===== config.mk =====
export PLATFORM = sky130hd
export DESIGN_NAME = cpbq_queue
export DESIGN_NICKNAME = d
export VERILOG_FILES = /design/src/hdl/cpbq_pkg.sv /design/src/hdl/cpbq_queue.sv
export SDC_FILE = /design/constraint.sdc
export NUM_CORES = 1
export LEC_CHECK = 0
export ABC_AREA = 1
export BUFFER_PORTS_ARGS = -buffer_cell sky130_fd_sc_hd__buf_2
export CORE_AREA = 5 5 81 83
export DETAILED_ROUTE_END_ITERATION = 10
export DIE_AREA = 0 0 86 88
export GPL_ROUTABILITY_DRIVEN = 0
export HOLD_SLACK_MARGIN = 0.08
export SLEW_MARGIN = 20
export SYNTH_ARGS = -nofsm -noshare
export SYNTH_HDL_FRONTEND = slang
export SYNTH_SLANG_ARGS = --single-unit

===== constraint.sdc =====
create_clock -name clock -period 3.1 [get_ports clock]
set_input_delay 0.31 -clock clock [delete_from_list [all_inputs] [get_ports clock]]
set_output_delay 0.31 -clock clock [all_outputs]
set_load 0.02 [all_outputs]

===== src/hdl/cpbq_pkg.sv =====
// Package for the CIGAR point base quality histogram unit.
// Holds payload structs, register and code constants and a saturating adder.
// No dependencies; every other file in this folder imports it.
package cpbq_pkg;

   localparam int QUAL_BINS_DEFAULT = 128;
   localparam int QUEUE_DEPTH = 4;

   localparam logic [1:0] MODE_HEADER = 2'd0;
   localparam logic [1:0] MODE_CIGAR = 2'd1;
   localparam logic [1:0] MODE_BASE = 2'd2;
   localparam logic [1:0] MODE_READOUT = 2'd3;

   localparam logic [3:0] OP_M = 4'd0;
   localparam logic [3:0] OP_I = 4'd1;
   localparam logic [3:0] OP_D = 4'd2;
   localparam logic [3:0] OP_N = 4'd3;
   localparam logic [3:0] OP_S = 4'd4;

   localparam logic [3:0] BASE_A = 4'd1;
   localparam logic [3:0] BASE_C = 4'd2;
   localparam logic [3:0] BASE_G = 4'd4;
   localparam logic [3:0] BASE_T = 4'd8;

   typedef enum logic [1:0] {
      CSR_TARGET_POSITION = 2'd0,
      CSR_REFERENCE_LENGTH = 2'd1,
      CSR_CAP_BY_MAPQ = 2'd2,
      CSR_SKIP_DUPLICATES = 2'd3
   } csr_index_type;

   typedef struct packed {
      logic [1:0] mode;
      logic [30:0] read_pos;
      logic [7:0] map_quality;
      logic reverse_strand;
      logic duplicate;
      logic [3:0] cigar_op;
      logic [27:0] cigar_len;
      logic [3:0] base_code;
      logic [7:0] base_quality;
      logic [9:0] bin_index;
   } req_type;

   typedef struct packed {
      logic [31:0] bin_count;
      logic [9:0] bin_echo;
   } rsp_type;

   typedef struct packed {
      logic [30:0] target_position;
      logic [30:0] reference_length;
      logic cap_by_mapq;
      logic skip_duplicates;
   } cfg_type;

   function automatic logic [31:0] sat_add32(input logic [31:0] a, input logic [31:0] b);
      logic [32:0] s;
      s = {1'b0, a} + {1'b0, b};
      return s[32] ? 32'hFFFF_FFFF : s[31:0];
   endfunction

endpackage


===== src/hdl/cpbq_queue.sv =====
// Short transaction queue between the front end and the histogram back end.
// Each entry holds a readout flag and a bin index. Depends on cpbq_pkg.
module cpbq_queue #(
   parameter int IDX_W = 10
) (
   input logic clock,
   input logic reset,
   input logic push,
   input logic push_read,
   input logic [IDX_W-1:0] push_idx,
   input logic pop,
   output logic empty,
   output logic full,
   output logic pop_read,
   output logic [IDX_W-1:0] pop_idx
);
   import cpbq_pkg::*;

   localparam int PTR_W = $clog2(QUEUE_DEPTH);

   logic [IDX_W:0] entry_ff [QUEUE_DEPTH];
   logic [PTR_W-1:0] wr_ptr_ff, wr_ptr_in;
   logic [PTR_W-1:0] rd_ptr_ff, rd_ptr_in;
   logic [PTR_W:0] count_ff, count_in;

   assign empty = (count_ff == '0);
   assign full = (count_ff == (PTR_W+1)'(QUEUE_DEPTH));
   assign pop_read = entry_ff[rd_ptr_ff][IDX_W];
   assign pop_idx = entry_ff[rd_ptr_ff][IDX_W-1:0];

   always_comb begin
      wr_ptr_in = push ? wr_ptr_ff + PTR_W'(1) : wr_ptr_ff;
      rd_ptr_in = pop ? rd_ptr_ff + PTR_W'(1) : rd_ptr_ff;
      count_in = count_ff + (PTR_W+1)'(push) - (PTR_W+1)'(pop);
   end

   always_ff @(posedge clock) begin
      if (push) begin
         entry_ff[wr_ptr_ff] <= {push_read, push_idx};
      end
      if (reset) begin
         wr_ptr_ff <= '0;
         rd_ptr_ff <= '0;
         count_ff <= '0;
      end else begin
         wr_ptr_ff <= wr_ptr_in;
         rd_ptr_ff <= rd_ptr_in;
         count_ff <= count_in;
      end
   end

endmodule


# Word-level counts from Yosys, hierarchy flattened
# Memory sizes are Yosys's and may differ from the RTL's. A register that Yosys moved wholly into a read port is not among the register bits.
# Index checks and enable logic that the tools add are counted.
[word_totals]
register_bits = 7
in_bits = 15
ramBits = 44
elab_cells = 14
n_memories = 1
[mem_list]
columns = ["memory", "words", "width", "read_ports", "rd_clocked_by_memory_dff", "wr", "line_no", "text"]
rows = [
  ["entry_ff", 4, 11, 1, 1, 1, "cpbq_queue.sv:21", "logic [IDX_W:0] entry_ff [QUEUE_DEPTH];"],
]
[op_classes]
add_sub_neg = 4
reduce_logical = 1
mux = 4
eq_ne = 1
[ops]
columns = ["op", "n"]
rows = [
  ["adder 2 x 1 -> 2 bit (second input constant)", 2],
  ["two-way mux 2 bit", 2],
  ["adder 3 x 1 -> 3 bit", 1],
  ["equality test 3 bit (second input constant)", 1],
  ["logical NOT 3 bit", 1],
  ["subtractor 3 x 1 -> 3 bit", 1],
  ["two-way mux 1 bit", 2],
]

# Depth between registers and ports, before layout
[depth]
ltp_word = 3
depth_mapped = 8

# Worst setup path before layout
# Ideal clock, no wire load.
[synth_path]
path_kind = "reg2reg"
start = "register count_ff[0]"
end = "register count_ff[2]"
setup_time_ns = 0.115
setup_slack_ns = 1.629
path_stages_with_launch = 8
arrival_time_ns = 1.356
n_path_buf = 0
path_cell_list = "dfxtp_1 -> inv_1 -> ha_1 -> inv_1 -> ha_1 -> fa_1 -> a21oi_1 -> nor2_1"
[synth_via]
elab_chain_cells = 2
[synth_lines]
columns = ["item", "line_no", "text"]
rows = [
  ["start, declared", "cpbq_queue.sv:24", "logic [PTR_W:0] count_ff, count_in;"],
  ["start signal, assigned", "cpbq_queue.sv:48", "count_ff <= count_in;"],
  ["adder 3 x 1 -> 3 bit", "cpbq_queue.sv:34", "count_in = count_ff + (PTR_W+1)'(push) - (PTR_W+1)'(pop);"],
  ["subtractor 3 x 1 -> 3 bit", "cpbq_queue.sv:34", ""],
]
# No other way between the ends.
# A chain may end at the register's enable or synchronous reset.

==> results.py <==
metrics = {
    "status": {
        "outcome": "completed",
    },
    "routing": {
        "wl_um": 3450,
        "vias": 1271,
        "drtIter0Drc": 55,
        "drc": 0,
        "drtPass1Iterations": 4,
        "wl_per_cell_um": 12.0,
        "ant_nets": 0,
        "viasPerCell": 4.41,
    },
    "pwr": {
        "leakage_nw": 1.02,
        "powerDensity_nw_per_um2": 571,
        "ir_worst_vdd_uv": 227,
        "internal-power_mw": 1.04,
        "p_sw_mw": 0.370,
        "p_total_mw": 1.41,
        "comb_power_share": 0.146,
        "switching_share": 0.262,
        "p_clk_frac": 0.263,
        "seqPwrFrac": 0.591,
    },
    "die": {
        "ios": 28,
        "die_area_um2": 7570,
        "row_count": 28,
        "start_util": 0.385,
        "dieWidth_um": 86,
        "fp.dieH_um": 88,
        "core_region_area_um2": 5780,
    },
    "job": {
        "max_cap_violations": 0,
    },
    "critical_path": {
        "cp_max_fo": 22,
        "start_kind": "register",
        "ff2ff_path_depth": 7,
        "cp.required_ps": 2790,
        "cp_slowest_cell": "dfxtp_1",
        "cp.arrival_ps": 1720,
        "rrSetupSlack_ps": 1540,
        "crit_family": "flip-flops",
        "critPathCaptureType": "output pin",
        "reg2reg_from": "count_ff[0]$_SDFF_PP0_",
        "critPathBufInv": 1,
        "r2r_end": "count_ff[2]$_SDFF_PP0_",
        "path_class": "register to output pin",
        "cp_cell_sequence": "o211ai_1 > nand2_1 > buf_2",
        "cpPeakStageDelay_ps": 940,
    },
    "timing": {
        "finalHoldViolations": 0,
        "fin_crit_ps": 2030,
        "relSlewSlack": 0.385,
        "setup_tns_ps": 0,
        "max_freq_mhz": 493,
        "setup_slack_ps": 1070,
        "slew_violations": 0,
        "period_share": 0.655,
        "rsz0062_at_grt": "no",
        "setup_viol": 0,
        "holdWs_ps": 185,
        "fin_worst_skew_ps": 5.33,
        "tightest_slew_ps": 922,
    },
    "yosys": {
        "synth_area_um2": 2220,
        "synth_seq_cells": 53,
        "synthCells": 184,
        "seq_area_frac_synth": 0.675,
        "syn-num-nets": 206,
        "yosys_warnings": 0,
        "synth_cell_types": 18,
        "synth_area_per_cell_um2": 12.1,
    },
    "clocking": {
        "cts_hold_buf": 0,
        "ctsResizeCount": 0,
        "root_buffer": "clkbuf_8",
        "htree_num_levels": 2,
        "cts.sinks": 53,
        "clk_pin_slew_ps": 80,
        "cts_buffers": 5,
        "cts_max_path_buffers": 2,
        "cts_tree": "yes",
        "post_cts.repair.setup_buffers": 0,
        "clock_insertion_delay_worst_skew_ps": 300,
    },
    "min_path": {
        "hold_depth": 2,
        "min_path_type": "input pin to register",
        "hp-start": "reset",
        "hold-path-endpoint": "count_ff[1]$_SDFF_PP0_",
    },
    "placement": {
        "dpl_worst_slack_ps": 1380,
        "port-buffer-count": 27,
        "hpwlAfterDp_um": 2240,
        "placed_area_um2": 2380,
        "placed_cells": 280,
    },
    "grt": {
        "grt_max_degree": 45,
        "grt_pass1_wl_um": 5840,
        "grt_pass1_vias": 1222,
        "grt_usage": 0.101,
        "overflow": 0,
        "grt_antenna_before_repair": 1,
    },
    "finish": {
        "utilization": 0.427,
        "mostFrequentLayoutCells": "44 x edfxtp_1, 38 x inv_1, 30 x nand2_1",
        "nNetsFinal": 234,
        "design_area_um2": 2470,
        "layout_commonest_cell": "edfxtp_1",
        "syn2layout_area_growth_pct": 11.0,
        "antenna_cells": 0,
        "drive_gt1_frac": 0.197,
        "final_cells": 288,
    },
}
## cell type report
type | count | area (µm²)
multi-input cells | 86 | 502
clock buffers | 5 | 68.8
clock inverters | 3 | 17.5
inverters | 38 | 143
fillers | 557 | 3310
repair buffers | 28 | 143
well taps | 75 | 93.8
flip-flops and latches | 53 | 1500
## worst max path at each step
stage / from / to / depth (start not counted)
2_1_floorplan: count_ff[0]$_SDFF_PP0_ / count_ff[2]$_SDFF_PP0_ / 7
3_3_place_gp: register / pop_idx[7] / 3
3_5_place_dp: register / pop_idx[7] / 3
4_1_cts: register / pop_idx[7] / 3
5_1_grt: register / pop_idx[0] / 3
6_report: register / pop_idx[6] / 3
## routing by layer
metal  GRT usage  part of all wire  vias to the layer above
met4      0.0432             0.019                        2
met3      0.0357             0.049                       10
met5           0            0.0020                        -
li1            -                 -                      669
met1       0.124              0.45                      571
met2       0.163              0.48                       19
## power by group through the flow
stage               Sequential, mW  Combinational (mW)  Clock (mW)
detailed placement           0.850               0.209           0
global route                 0.840               0.237       0.419
floorplan                    0.841               0.160           0
finish                       0.833               0.206       0.370
global placement             0.850               0.206           0
CTS                          0.834               0.211       0.385
## Yosys cell counts
master | instances | area share
edfxtp_1 | 44 | 0.59
inv_1 | 38 | 0.064
nand2_1 | 30 | 0.051
o211ai_1 | 11 | 0.037
a21oi_1 | 10 | 0.023
dfxtp_1 | 9 | 0.081
o21ai_0 | 8 | 0.018
a21oi_2 | 7 | 0.028
o21ai_1 | 7 | 0.016
ha_1 | 6 | 0.034
buf_6 | 4 | 0.020
nor2_1 | 4 | 0.0068
buf_12 | 1 | 0.0090
buf_2 | 1 | 0.0022
buf_4 | 1 | 0.0034
fa_1 | 1 | 0.0090
nand3_1 | 1 | 0.0022
nor3_1 | 1 | 0.0022
## registers in the layout (all words and copies together) (netlist names), named ones only
name,flops
count_ff,3
wr_ptr_ff,2
entry_ff,44
rd_ptr_ff,2
## cell families after synthesis
family	Yosys count	synth area share
buffers and inverters	45	0.0990
AND/OR/NAND/NOR	36	0.0619
adder cells (fa/ha/maj)	7	0.0428
flip-flops	53	0.675
AO/OA/AOI/OAI	43	0.121
## worst reg2reg max path, cell delays in order (launching register included)
cell and delay (ps):
dfxtp_1 360, inv_1 50, ha_1 260, inv_1 40
ha_1 180, fa_1 380, a21oi_1 140, nor2_1 60
Note: power is estimated with default switching activity, not from simulation.
