`config.mk`:
```
export PLATFORM = sky130hd
export DESIGN_NAME = cpbq_front
export DESIGN_NICKNAME = d
export VERILOG_FILES = /design/src/hdl/cpbq_pkg.sv /design/src/hdl/cpbq_front.sv
export SDC_FILE = /design/constraint.sdc
export NUM_CORES = 1
export LEC_CHECK = 0
export BUFFER_PORTS_ARGS = -buffer_cell sky130_fd_sc_hd__buf_4
export CAP_MARGIN = 20
export CORE_ASPECT_RATIO = 0.8
export CORE_MARGIN = 1
export CORE_UTILIZATION = 50
export DETAILED_ROUTE_END_ITERATION = 6
export GPL_TIMING_DRIVEN = 1
export MAX_ROUTING_LAYER = met4
export PLACE_DENSITY_LB_ADDON = 0.05
export SYNTH_ARGS = -nofsm -noshare
export SYNTH_HDL_FRONTEND = slang
export SYNTH_SLANG_ARGS = --single-unit
```
`constraint.sdc`:
```
create_clock -name clock -period 12.3 [get_ports clock]
set_input_delay 0.615 -clock clock [delete_from_list [all_inputs] [get_ports clock]]
set_output_delay 0.615 -clock clock [all_outputs]
set_load 0.02 [all_outputs]
```
`src/hdl/cpbq_pkg.sv`:
```
// Package for the CIGAR point base quality histogram unit.
// Holds payload structs, register and code constants and a saturating adder.
// No dependencies; every other file in this folder imports it.
package cpbq_pkg;

   localparam int QUAL_BINS_DEFAULT = 128;
   localparam int QUEUE_DEPTH = 4;

   localparam logic [1:0] MODE_HEADER = 2'd0;
   localparam logic [1:0] MODE_CIGAR = 2'd1;
   localparam logic [1:0] MODE_BASE = 2'd2;
   localparam logic [1:0] MODE_READOUT = 2'd3;

   localparam logic [3:0] OP_M = 4'd0;
   localparam logic [3:0] OP_I = 4'd1;
   localparam logic [3:0] OP_D = 4'd2;
   localparam logic [3:0] OP_N = 4'd3;
   localparam logic [3:0] OP_S = 4'd4;

   localparam logic [3:0] BASE_A = 4'd1;
   localparam logic [3:0] BASE_C = 4'd2;
   localparam logic [3:0] BASE_G = 4'd4;
   localparam logic [3:0] BASE_T = 4'd8;

   typedef enum logic [1:0] {
      CSR_TARGET_POSITION = 2'd0,
      CSR_REFERENCE_LENGTH = 2'd1,
      CSR_CAP_BY_MAPQ = 2'd2,
      CSR_SKIP_DUPLICATES = 2'd3
   } csr_index_type;

   typedef struct packed {
      logic [1:0] mode;
      logic [30:0] read_pos;
      logic [7:0] map_quality;
      logic reverse_strand;
      logic duplicate;
      logic [3:0] cigar_op;
      logic [27:0] cigar_len;
      logic [3:0] base_code;
      logic [7:0] base_quality;
      logic [9:0] bin_index;
   } req_type;

   typedef struct packed {
      logic [31:0] bin_count;
      logic [9:0] bin_echo;
   } rsp_type;

   typedef struct packed {
      logic [30:0] target_position;
      logic [30:0] reference_length;
      logic cap_by_mapq;
      logic skip_duplicates;
   } cfg_type;

   function automatic logic [31:0] sat_add32(input logic [31:0] a, input logic [31:0] b);
      logic [32:0] s;
      s = {1'b0, a} + {1'b0, b};
      return s[32] ? 32'hFFFF_FFFF : s[31:0];
   endfunction

endpackage

```
`src/hdl/cpbq_front.sv`:
```
// Front end: accepts items, walks the CIGAR ops and classifies bases.
// Emits histogram increment and readout transactions to the queue.
// Depends on cpbq_pkg.
module cpbq_front #(
   parameter int QUAL_BINS = cpbq_pkg::QUAL_BINS_DEFAULT,
   parameter int ADDR_W = 10,
   parameter int IDX_W = 10
) (
   input logic clock,
   input logic reset,
   input logic accept,
   input cpbq_pkg::req_type req,
   input cpbq_pkg::cfg_type cfg,
   output logic push,
   output logic push_read,
   output logic [IDX_W-1:0] push_idx
);
   import cpbq_pkg::*;

   logic [31:0] ref_cursor_ff, ref_cursor_in;
   logic [31:0] query_cursor_ff, query_cursor_in;
   logic [31:0] target_offset_ff, target_offset_in;
   logic target_found_ff, target_found_in;
   logic [31:0] base_counter_ff, base_counter_in;
   logic [7:0] read_mapq_ff, read_mapq_in;
   logic read_reverse_ff, read_reverse_in;
   logic read_skipped_ff, read_skipped_in;

   logic [32:0] m_sum;
   logic m_over;
   logic ref_below_end;
   logic [31:0] m_run;
   logic [31:0] m_ref_next;
   logic m_hit;
   logic [31:0] tp_ext;
   logic [31:0] rl_ext;
   logic [31:0] len_ext;

   logic base_hit;
   logic base_ok;
   logic [1:0] base_sel;
   logic [7:0] qual_c;
   logic [ADDR_W-1:0] bin_addr;

   always_comb begin
      tp_ext = {1'b0, cfg.target_position};
      rl_ext = {1'b0, cfg.reference_length};
      len_ext = {4'd0, req.cigar_len};
      m_sum = {1'b0, ref_cursor_ff} + {1'b0, len_ext};
      m_over = m_sum > {1'b0, rl_ext};
      ref_below_end = rl_ext > ref_cursor_ff;
      if (m_over) begin
         m_run = ref_below_end ? (rl_ext - ref_cursor_ff) : 32'd0;
         m_ref_next = ref_below_end ? rl_ext : ref_cursor_ff;
         m_hit = (ref_cursor_ff <= tp_ext) && ref_below_end && (tp_ext < rl_ext);
      end else begin
         m_run = len_ext;
         m_ref_next = m_sum[31:0];
         m_hit = (ref_cursor_ff <= tp_ext) && ({1'b0, tp_ext} < m_sum);
      end
   end

   always_comb begin
      base_hit = !read_skipped_ff && target_found_ff && (base_counter_ff == target_offset_ff);
      base_ok = 1'b1;
      base_sel = 2'd0;
      unique case (req.base_code)
         BASE_A: base_sel = 2'd0;
         BASE_C: base_sel = 2'd1;
         BASE_G: base_sel = 2'd2;
         BASE_T: base_sel = 2'd3;
         default: base_ok = 1'b0;
      endcase
      if ({1'b0, req.base_quality} >= 9'(QUAL_BINS)) begin
         base_ok = 1'b0;
      end
      qual_c = req.base_quality;
      if (cfg.cap_by_mapq && (read_mapq_ff < req.base_quality)) begin
         qual_c = read_mapq_ff;
      end
      bin_addr = ADDR_W'({read_reverse_ff, base_sel}) * ADDR_W'(QUAL_BINS) + ADDR_W'(qual_c);
   end

   always_comb begin
      ref_cursor_in = ref_cursor_ff;
      query_cursor_in = query_cursor_ff;
      target_offset_in = target_offset_ff;
      target_found_in = target_found_ff;
      base_counter_in = base_counter_ff;
      read_mapq_in = read_mapq_ff;
      read_reverse_in = read_reverse_ff;
      read_skipped_in = read_skipped_ff;
      push = 1'b0;
      push_read = 1'b0;
      push_idx = IDX_W'(bin_addr);
      if (accept) begin
         unique case (req.mode)
            MODE_HEADER: begin
               ref_cursor_in = {1'b0, req.read_pos};
               read_mapq_in = req.map_quality;
               read_reverse_in = req.reverse_strand;
               read_skipped_in = cfg.skip_duplicates && req.duplicate;
               query_cursor_in = 32'd0;
               target_offset_in = 32'd0;
               target_found_in = 1'b0;
               base_counter_in = 32'd0;
            end
            MODE_CIGAR: begin
               if (!read_skipped_ff && !target_found_ff) begin
                  unique case (req.cigar_op)
                     OP_M: begin
                        if (m_hit) begin
                           target_offset_in = sat_add32(query_cursor_ff,
                                                        tp_ext - ref_cursor_ff);
                           target_found_in = 1'b1;
                        end else begin
                           ref_cursor_in = m_ref_next;
                           query_cursor_in = sat_add32(query_cursor_ff, m_run);
                        end
                     end
                     OP_I, OP_S: begin
                        query_cursor_in = sat_add32(query_cursor_ff, len_ext);
                     end
                     OP_D, OP_N: begin
                        ref_cursor_in = sat_add32(ref_cursor_ff, len_ext);
                     end
                     default: begin
                     end
                  endcase
               end
            end
            MODE_BASE: begin
               base_counter_in = sat_add32(base_counter_ff, 32'd1);
               push = base_hit && base_ok;
            end
            MODE_READOUT: begin
               push = 1'b1;
               push_read = 1'b1;
               push_idx = IDX_W'(req.bin_index);
            end
            default: begin
            end
         endcase
      end
   end

   always_ff @(posedge clock) begin
      if (reset) begin
         ref_cursor_ff <= 32'd0;
         query_cursor_ff <= 32'd0;
         target_offset_ff <= 32'd0;
         target_found_ff <= 1'b0;
         base_counter_ff <= 32'd0;
         read_mapq_ff <= 8'd0;
         read_reverse_ff <= 1'b0;
         read_skipped_ff <= 1'b1;
      end else begin
         ref_cursor_ff <= ref_cursor_in;
         query_cursor_ff <= query_cursor_in;
         target_offset_ff <= target_offset_in;
         target_found_ff <= target_found_in;
         base_counter_ff <= base_counter_in;
         read_mapq_ff <= read_mapq_in;
         read_reverse_ff <= read_reverse_in;
         read_skipped_ff <= read_skipped_in;
      end
   end

endmodule

```
# [After elaboration in Yosys (flattened, before gate mapping)]
# Index checks and enable logic that the tools add are counted.
[totals] out_inout_bits=12 romBits=0 elab_cells=102 mem_count=0 ramBits=0 latch_bits=0 input_bits=164 ff_bits=139
[classes] add_sub_neg=8 mux=37 n_reduce_logical=23 magnitude_cmp=7 multipliers=0 n_eq_ne=19 shifts=0 n_bitwise=0 div_mod_pow=0
[op_table] operator="$mux W32" count=16
[op_table] operator="$pmux W32 S2" count=6
[op_table] operator="$add A32 B28 Y33" count=2
[op_table] operator="$add A32 B32 Y33" count=2
[op_table] operator="$sub A31 B32 Y32" count=2
[op_table] operator="$add A32 B1 Y33 const B" count=1
[op_table] operator="$gt A33 B31 Y1" count=1
[op_table] operator="$lt A31 B33 Y1" count=1
[op_table] operator="$eq A32 B32 Y1" count=1
[op_table] operator="$gt A31 B32 Y1" count=1
[op_table] operator="$le A32 B31 Y1" count=1
[op_table] operator="$lt A31 B31 Y1" count=1
[op_table] operator="$mux W10" count=2
[op_table] operator="$eq A4 B2 Y1 const B" count=3
[op_table] operator="$add A10 B8 Y10" count=1
[op_table] operator="$reduce_and A5 Y1" count=2
[op_table] operator="$logic_and A1 B1 Y1" count=9
[op_table] operator="$mux W1" count=9
[op_table] operator="$eq A4 B1 Y1 const B" count=2
[op_table] operator="$eq A4 B3 Y1 const B" count=2
[op_table] operator="$ge A8 B8 Y1 const B" count=1
[op_table] operator="$lt A8 B8 Y1" count=1
[op_table] operator="$mux W8" count=1
[op_table] operator="$ne A2 B2 Y1 const B" count=3
[op_table] operator="other kinds (16)" count=23

# [Depth between registers and ports, before layout]
[logic_depth] ltp_word=9 mapped_depth=38 depth_no_buf=35

# [Least setup slack after synthesis]
# Ideal clock, no wire load.
[synth_path] kind="input to register" start="in req[31] (netlist name)" end="reg query_cursor_ff[18]" required_ns=12.168 setup_time_ns=0.132 arrival_ns=7.132 path_buffers=3 slack_ns=5.036 stages=34 cell_sequence="ha_1 -> and3_1 -> o2111a_1 -> o31ai_1 -> a21oi_1 -> o31ai_1 -> o31ai_1 -> nor4_1 -> a311oi_1 -> inv_1 -> ha_1 -> nand4_1 -> nor4_1 -> nand3_1 -> nor4_1 -> a21oi_1 -> o21ai_0 -> a21boi_4 -> buf_6 -> clkbuf_1 -> nand2_1 -> o41ai_1 -> ha_1 -> a2111oi_0 -> inv_1 -> o211ai_1 -> nand4_1 -> nand2_1 -> o211ai_1 -> a311o_1 -> a31o_2 -> buf_2 -> o2111ai_1 -> a21oi_1"
[synth_between] elab_chain_len=9 word_cells_on_any_way=16 classes_between="3 x add/sub; 2 x order compare; 1 x eq/ne; 8 x mux; 2 x reduce/logical"
[synth_rtl] item="from (decl)" line="cpbq_front.sv:12" rtl="input cpbq_pkg::req_type req,"
[synth_rtl] item="$add A32 B28 Y33" line="cpbq_front.sv:49" rtl="m_sum = {1'b0, ref_cursor_ff} + {1'b0, len_ext};"
[synth_rtl] item="$gt A33 B31 Y1" line="cpbq_front.sv:50" rtl="m_over = m_sum > {1'b0, rl_ext};"
[synth_rtl] item="$mux W32" line="cpbq_front.sv:52" rtl="if (m_over) begin"
[synth_rtl] item="$add A32 B32 Y33" line="cpbq_pkg.sv:59" rtl="s = {1'b0, a} + {1'b0, b};"
[synth_rtl] item="$mux W32" line="cpbq_pkg.sv:60" rtl="return s[32] ? 32'hFFFF_FFFF : s[31:0];"
[synth_rtl] item="$mux W32" line="cpbq_front.sv:112" rtl="if (m_hit) begin"
[synth_rtl] item="$pmux W32 S2" line="cpbq_front.sv:110" rtl="unique case (req.cigar_op)"
[synth_rtl] item="$mux W32" line="cpbq_front.sv:109" rtl="if (!read_skipped_ff && !target_found_ff) begin"
[synth_rtl] item="$pmux W32 S2" line="cpbq_front.sv:97" rtl="unique case (req.mode)"
[synth_rtl] item="to (signal assigned)" line="cpbq_front.sv:159" rtl="query_cursor_ff <= query_cursor_in;"
[synth_rtl] item="to (decl)" line="cpbq_front.sv:21" rtl="logic [31:0] query_cursor_ff, query_cursor_in;"
# Several ways; a longest one is shown, not always the timed one. The select of a mux whose other input is x is not followed.
# A chain may end at the register's enable or synchronous reset.

# [Worst setup path after layout]
[layout_path] start="reg ref_cursor_ff[1]" end="reg query_cursor_ff[5]"
[layout_between] elab_chain_len=9 word_cells_on_any_way=20 classes_between="3 x add/sub; 4 x order compare; 1 x eq/ne; 8 x mux; 4 x reduce/logical"
[layout_rtl] item="from (decl)" line="cpbq_front.sv:20" rtl="logic [31:0] ref_cursor_ff, ref_cursor_in;"
[layout_rtl] item="from (signal assigned)" line="cpbq_front.sv:158" rtl="ref_cursor_ff <= ref_cursor_in;"
[layout_rtl] item="$add A32 B28 Y33 (tied with other cells)" line="cpbq_front.sv:49"
[layout_rtl] item="$gt A33 B31 Y1 / $mux W32 (equally long branches)" line="cpbq_front.sv:50, cpbq_front.sv:53"
[layout_rtl] item="$mux W32" line="cpbq_front.sv:52"
[layout_rtl] item="$add A32 B32 Y33" line="cpbq_pkg.sv:59"
[layout_rtl] item="$mux W32" line="cpbq_pkg.sv:60"
[layout_rtl] item="$mux W32" line="cpbq_front.sv:112"
[layout_rtl] item="$pmux W32 S2" line="cpbq_front.sv:110"
[layout_rtl] item="$mux W32" line="cpbq_front.sv:109"
[layout_rtl] item="$pmux W32 S2" line="cpbq_front.sv:97"
# Several ways; a longest one is shown, not always the timed one. The select of a mux whose other input is x is not followed.

==> results <==
- Total power for the finished layout comes to 1.82 mW.
- The net switching share of the total power is 42.5%.
- For this run, the detailed router's first-pass iteration total came to 7.
- The first global-routing pass estimated 109 mm of wire.
- The routed wire length per instance is 22.3 um.
- Yosys printed 0 warnings.
- The worst relative slew slack is 24.2%.
- After detailed routing, the number of remaining DRC violations is 4.
- The number of global-route vias before repair is 18.8k.
- Power spread over the standard cell area amounts to 84.3 nW/um2.
- CTS built an H-tree with a depth of 4.
- The count of buffers added on input and output ports is 175.
- The tree built by TritonCTS fans out to 139 sinks.
- In this run the worst path has a maximum fanout of 62.
- Detailed placement ended at an HPWL of 58.2 mm.
- The largest vdd supply drop is 97.1 uV.
- In the global route stage, overall resource usage came out at 36.6%.
- The number of placement rows is 64.
- The number of hold buffers added after cts is 0.
- The final clock period utilization by the worst path is 74.6%.
- The initial core utilization is 50.7%.
- The largest buffer count on any clock path is 2.
- The later-pin clock latency in the skew report is 0.48 ns.
- Setup violations remaining at the end of the flow were counted as 0.
- Synthesis produced a netlist whose cell count is 2613.
- In the synthesized netlist the async set-or-reset flop fraction comes to 0%.
- The average cell area after synthesis is 7.41 um2.
- Routability-driven placement finished with a final weighted congestion of 1.01.
- The detailed router finished its first iteration with 1985 violations.
- The placed cell area is 21000 um2.
- The worst-case clock skew is 0.0179 ns.
- The data arrival time of the critical path is 9.50 ns.
- Leaving out fill and tap cells, the most frequent cell in the layout is sky130_fd_sc_hd__a21oi_1.
- For the worst setup path, the data required time is 12.62 ns.
- The max-capacitance violation count is 0.
- The clock tree from TritonCTS is yes.
- The number of pins exceeding their max-slew limit in the final report is 0.
- The switching power total is 0.772 mW.
- The total overflow reported by the global router is 0.
- In the layout the commonest cells are 286 x sky130_fd_sc_hd__a21oi_1, 283 x sky130_fd_sc_hd__ha_1, 249 x sky130_fd_sc_hd__nand2_1.
- The final layout contains 3174 nets.
- Summed over all layers, the routed wires come to 71.9 mm.
- The run finished, with violations left.
- The internal portion of the total power is 1.04 mW.
- The floorplan step defined a die boundary enclosing 39500 um2.
- Summing every instance area after synthesis gives 19400 um2.
- Of the synthesized area, sequential elements account for 14.4%.
- The finished cells cover 21500 um2.
- The largest net degree at the start of global routing is 91.
- By startpoint and endpoint, the worst setup path is classified as reg2reg.
- The final-layout setup total negative slack is 0 ns.
- The post-cts gate resize count is 0.
- The layout overhead on the synthesized area is 11.3%.
- In this run, synthesis inferred 0 flip-flops with an integrated enable.
- The worst min-delay path class is in2reg.
- The via density per instance is 6.41.
- Combinational logic is responsible for 46.1% of the overall power.
- The static leakage is 9.57 nW.
- The library cell contributing the largest single delay on the critical path is sky130_fd_sc_hd__a2111oi_0.
- The top achievable clock speed is 0.109 GHz.
- The synthesis-stage register bit count is 139.
- In this run the horizontal extent of the chip is 222 um.
- The number of antenna violations at the first check in global routing is 2.
- The most frequently used flop master after synthesis is sky130_fd_sc_hd__dfxtp_1.
- Counting the buffers created by CTS gives 17.
- The die is 178 um tall.
- The post-route netlist has 10.2% of its cells at a drive strength greater than 1.
- The setup fix buffers added after clock tree synthesis is 0.
- The net count after synthesis is 3066.
- The minimum period implied by the final worst setup slack is 9.17 ns.
- For the pin with the worst max-slew slack, the measured transition is 1.13 ns.
- After synthesis, the netlist uses 91 different library cells.
- The final-report hold violation count is 0.
- The clock tree root buffer cell is sky130_fd_sc_hd__clkbuf_16.
- The sort of element at the end of the critical path is a flip-flop.
- After clock tree synthesis, the clock-pin slew on the worst setup and hold paths is 0.07 ns.
- In this run, flip-flops and latches consume 25.9% of the power.
- The number of ports placed on the die boundary is 176.
- The share of total power dissipated in the clock network is 28.1%.
- Setup repair after global routing left no endpoint under its margin.
- On the worst path, the slowest cell contributes a delay of 0.66 ns.
- Detailed routing inserted a total of 20.7k vias.
- The final reports fail on DRC.
- STA classifies the critical path startpoint as a flip-flop.
- The floorplan step defined a core boundary enclosing 38200 um2.
- The remaining number of nets flagged by the antenna check after routing is 0.
worst paths after layout:
check                   start            endpoint  slack, ns  cells past startpoint
max reg2reg  ref_cursor_ff[1]  query_cursor_ff[5]       3.13                     30
min                   req[58]     read_mapq_ff[2]       0.40                      3
min reg2reg   read_mapq_ff[0]     read_mapq_ff[0]       0.47                      2
max          ref_cursor_ff[1]  query_cursor_ff[5]       3.13                     30
state kept, by name, summed over array words and instances (netlist names):
name              count
base_counter_ff      32
query_cursor_ff      32
read_mapq_ff          8
read_reverse_ff       1
read_skipped_ff       1
ref_cursor_ff        32
target_found_ff       1
target_offset_ff     32
power groups by stage:
stage | logic, mW | clock network [mW] | registers, mW
3_5_place_dp | 0.813 | 0 | 0.479
5_1_grt | 0.912 | 0.533 | 0.470
2_1_floorplan | 0.556 | 0 | 0.475
4_1_cts | 0.819 | 0.520 | 0.469
6_report | 0.837 | 0.510 | 0.470
3_3_place_gp | 0.805 | 0 | 0.479
final cells by class:
cell class / instances / area, um2
diodes: 1 / 2.50
clock buffers: 19 / 443
clock inverters: 11 / 88.8
fillers: 3729 / 16700
inverters: 161 / 604
multi-input cells: 2208 / 15500
flip-flops and latches: 139 / 2780
well taps: 495 / 619
repair buffers: 194 / 1480
cell families (layout without fill, tap and decap cells):
group	count (synthesis)	after routing	share of synthesized area, %
buffers and inverters	266	385	5.51
muxes	13	13	0.704
adders and majority gates	289	289	18.9
DFF	139	139	14.4
and+or+nand+nor	777	777	19.6
AOI/OAI and AO/OA	939	939	32.3
xor gates and xnor gates	190	190	8.59
other	0	1	0
layer usage:
| layer | track usage [%] | vias up | wire length (um) |
|---|---|---|---|
| met5 | - | - | 0 |
| met1 | 50.9 | 9816 | 34400 |
| met3 | 4.88 | 85 | 4770 |
| met4 | 9.03 | 0 | 1480 |
| met2 | 55.9 | 800 | 31200 |
| li1 | - | 9980 | - |
worst max-delay path: cells and delay by family (launching register included):
family / cells / cell delay [ns]
simple gates: 6 / 1.24
fa+ha+maj: 3 / 0.98
flops: 1 / 0.42
compound gates: 18 / 5.58
buf+inv: 3 / 0.72
metrics by stage:
| step | util, % | hold slack [ns] | setup slack, ns | cells |
|---|---|---|---|---|
| final | 56.4 | 0.399 | 3.13 | 3228 |
| after global routing | 56.4 | 0.404 | 2.50 | 3228 |
| after CTS | 56.4 | 0.373 | 3.44 | 3227 |
| after detailed placement | 55.0 | 0.459 | 3.16 | 3197 |
| after global placement | 54.9 | 0.455 | 3.30 | 3196 |
| after floorplan | - | 0.444 | 5.04 | 2613 |
synthesized netlist by cell type, types with 39 or more instances:
master | number | area, um2
sky130_fd_sc_hd__o221ai_1 | 50 | 438
sky130_fd_sc_hd__ha_1 | 283 | 3540
sky130_fd_sc_hd__nand2_1 | 249 | 935
sky130_fd_sc_hd__a21o_1 | 91 | 683
sky130_fd_sc_hd__xnor2_1 | 118 | 1030
sky130_fd_sc_hd__nand4_1 | 39 | 244
sky130_fd_sc_hd__a21oi_1 | 286 | 1430
sky130_fd_sc_hd__nor3_1 | 94 | 470
sky130_fd_sc_hd__nor2b_1 | 49 | 307
sky130_fd_sc_hd__inv_1 | 159 | 597
sky130_fd_sc_hd__o21ai_0 | 166 | 831
sky130_fd_sc_hd__a211oi_1 | 61 | 458
sky130_fd_sc_hd__nor2_1 | 120 | 450
sky130_fd_sc_hd__clkbuf_1 | 73 | 274
sky130_fd_sc_hd__nand3_1 | 70 | 350
sky130_fd_sc_hd__dfxtp_1 | 139 | 2780
sky130_fd_sc_hd__xor2_1 | 72 | 631
No activity file was read; power rests on OpenSTA's default activity.
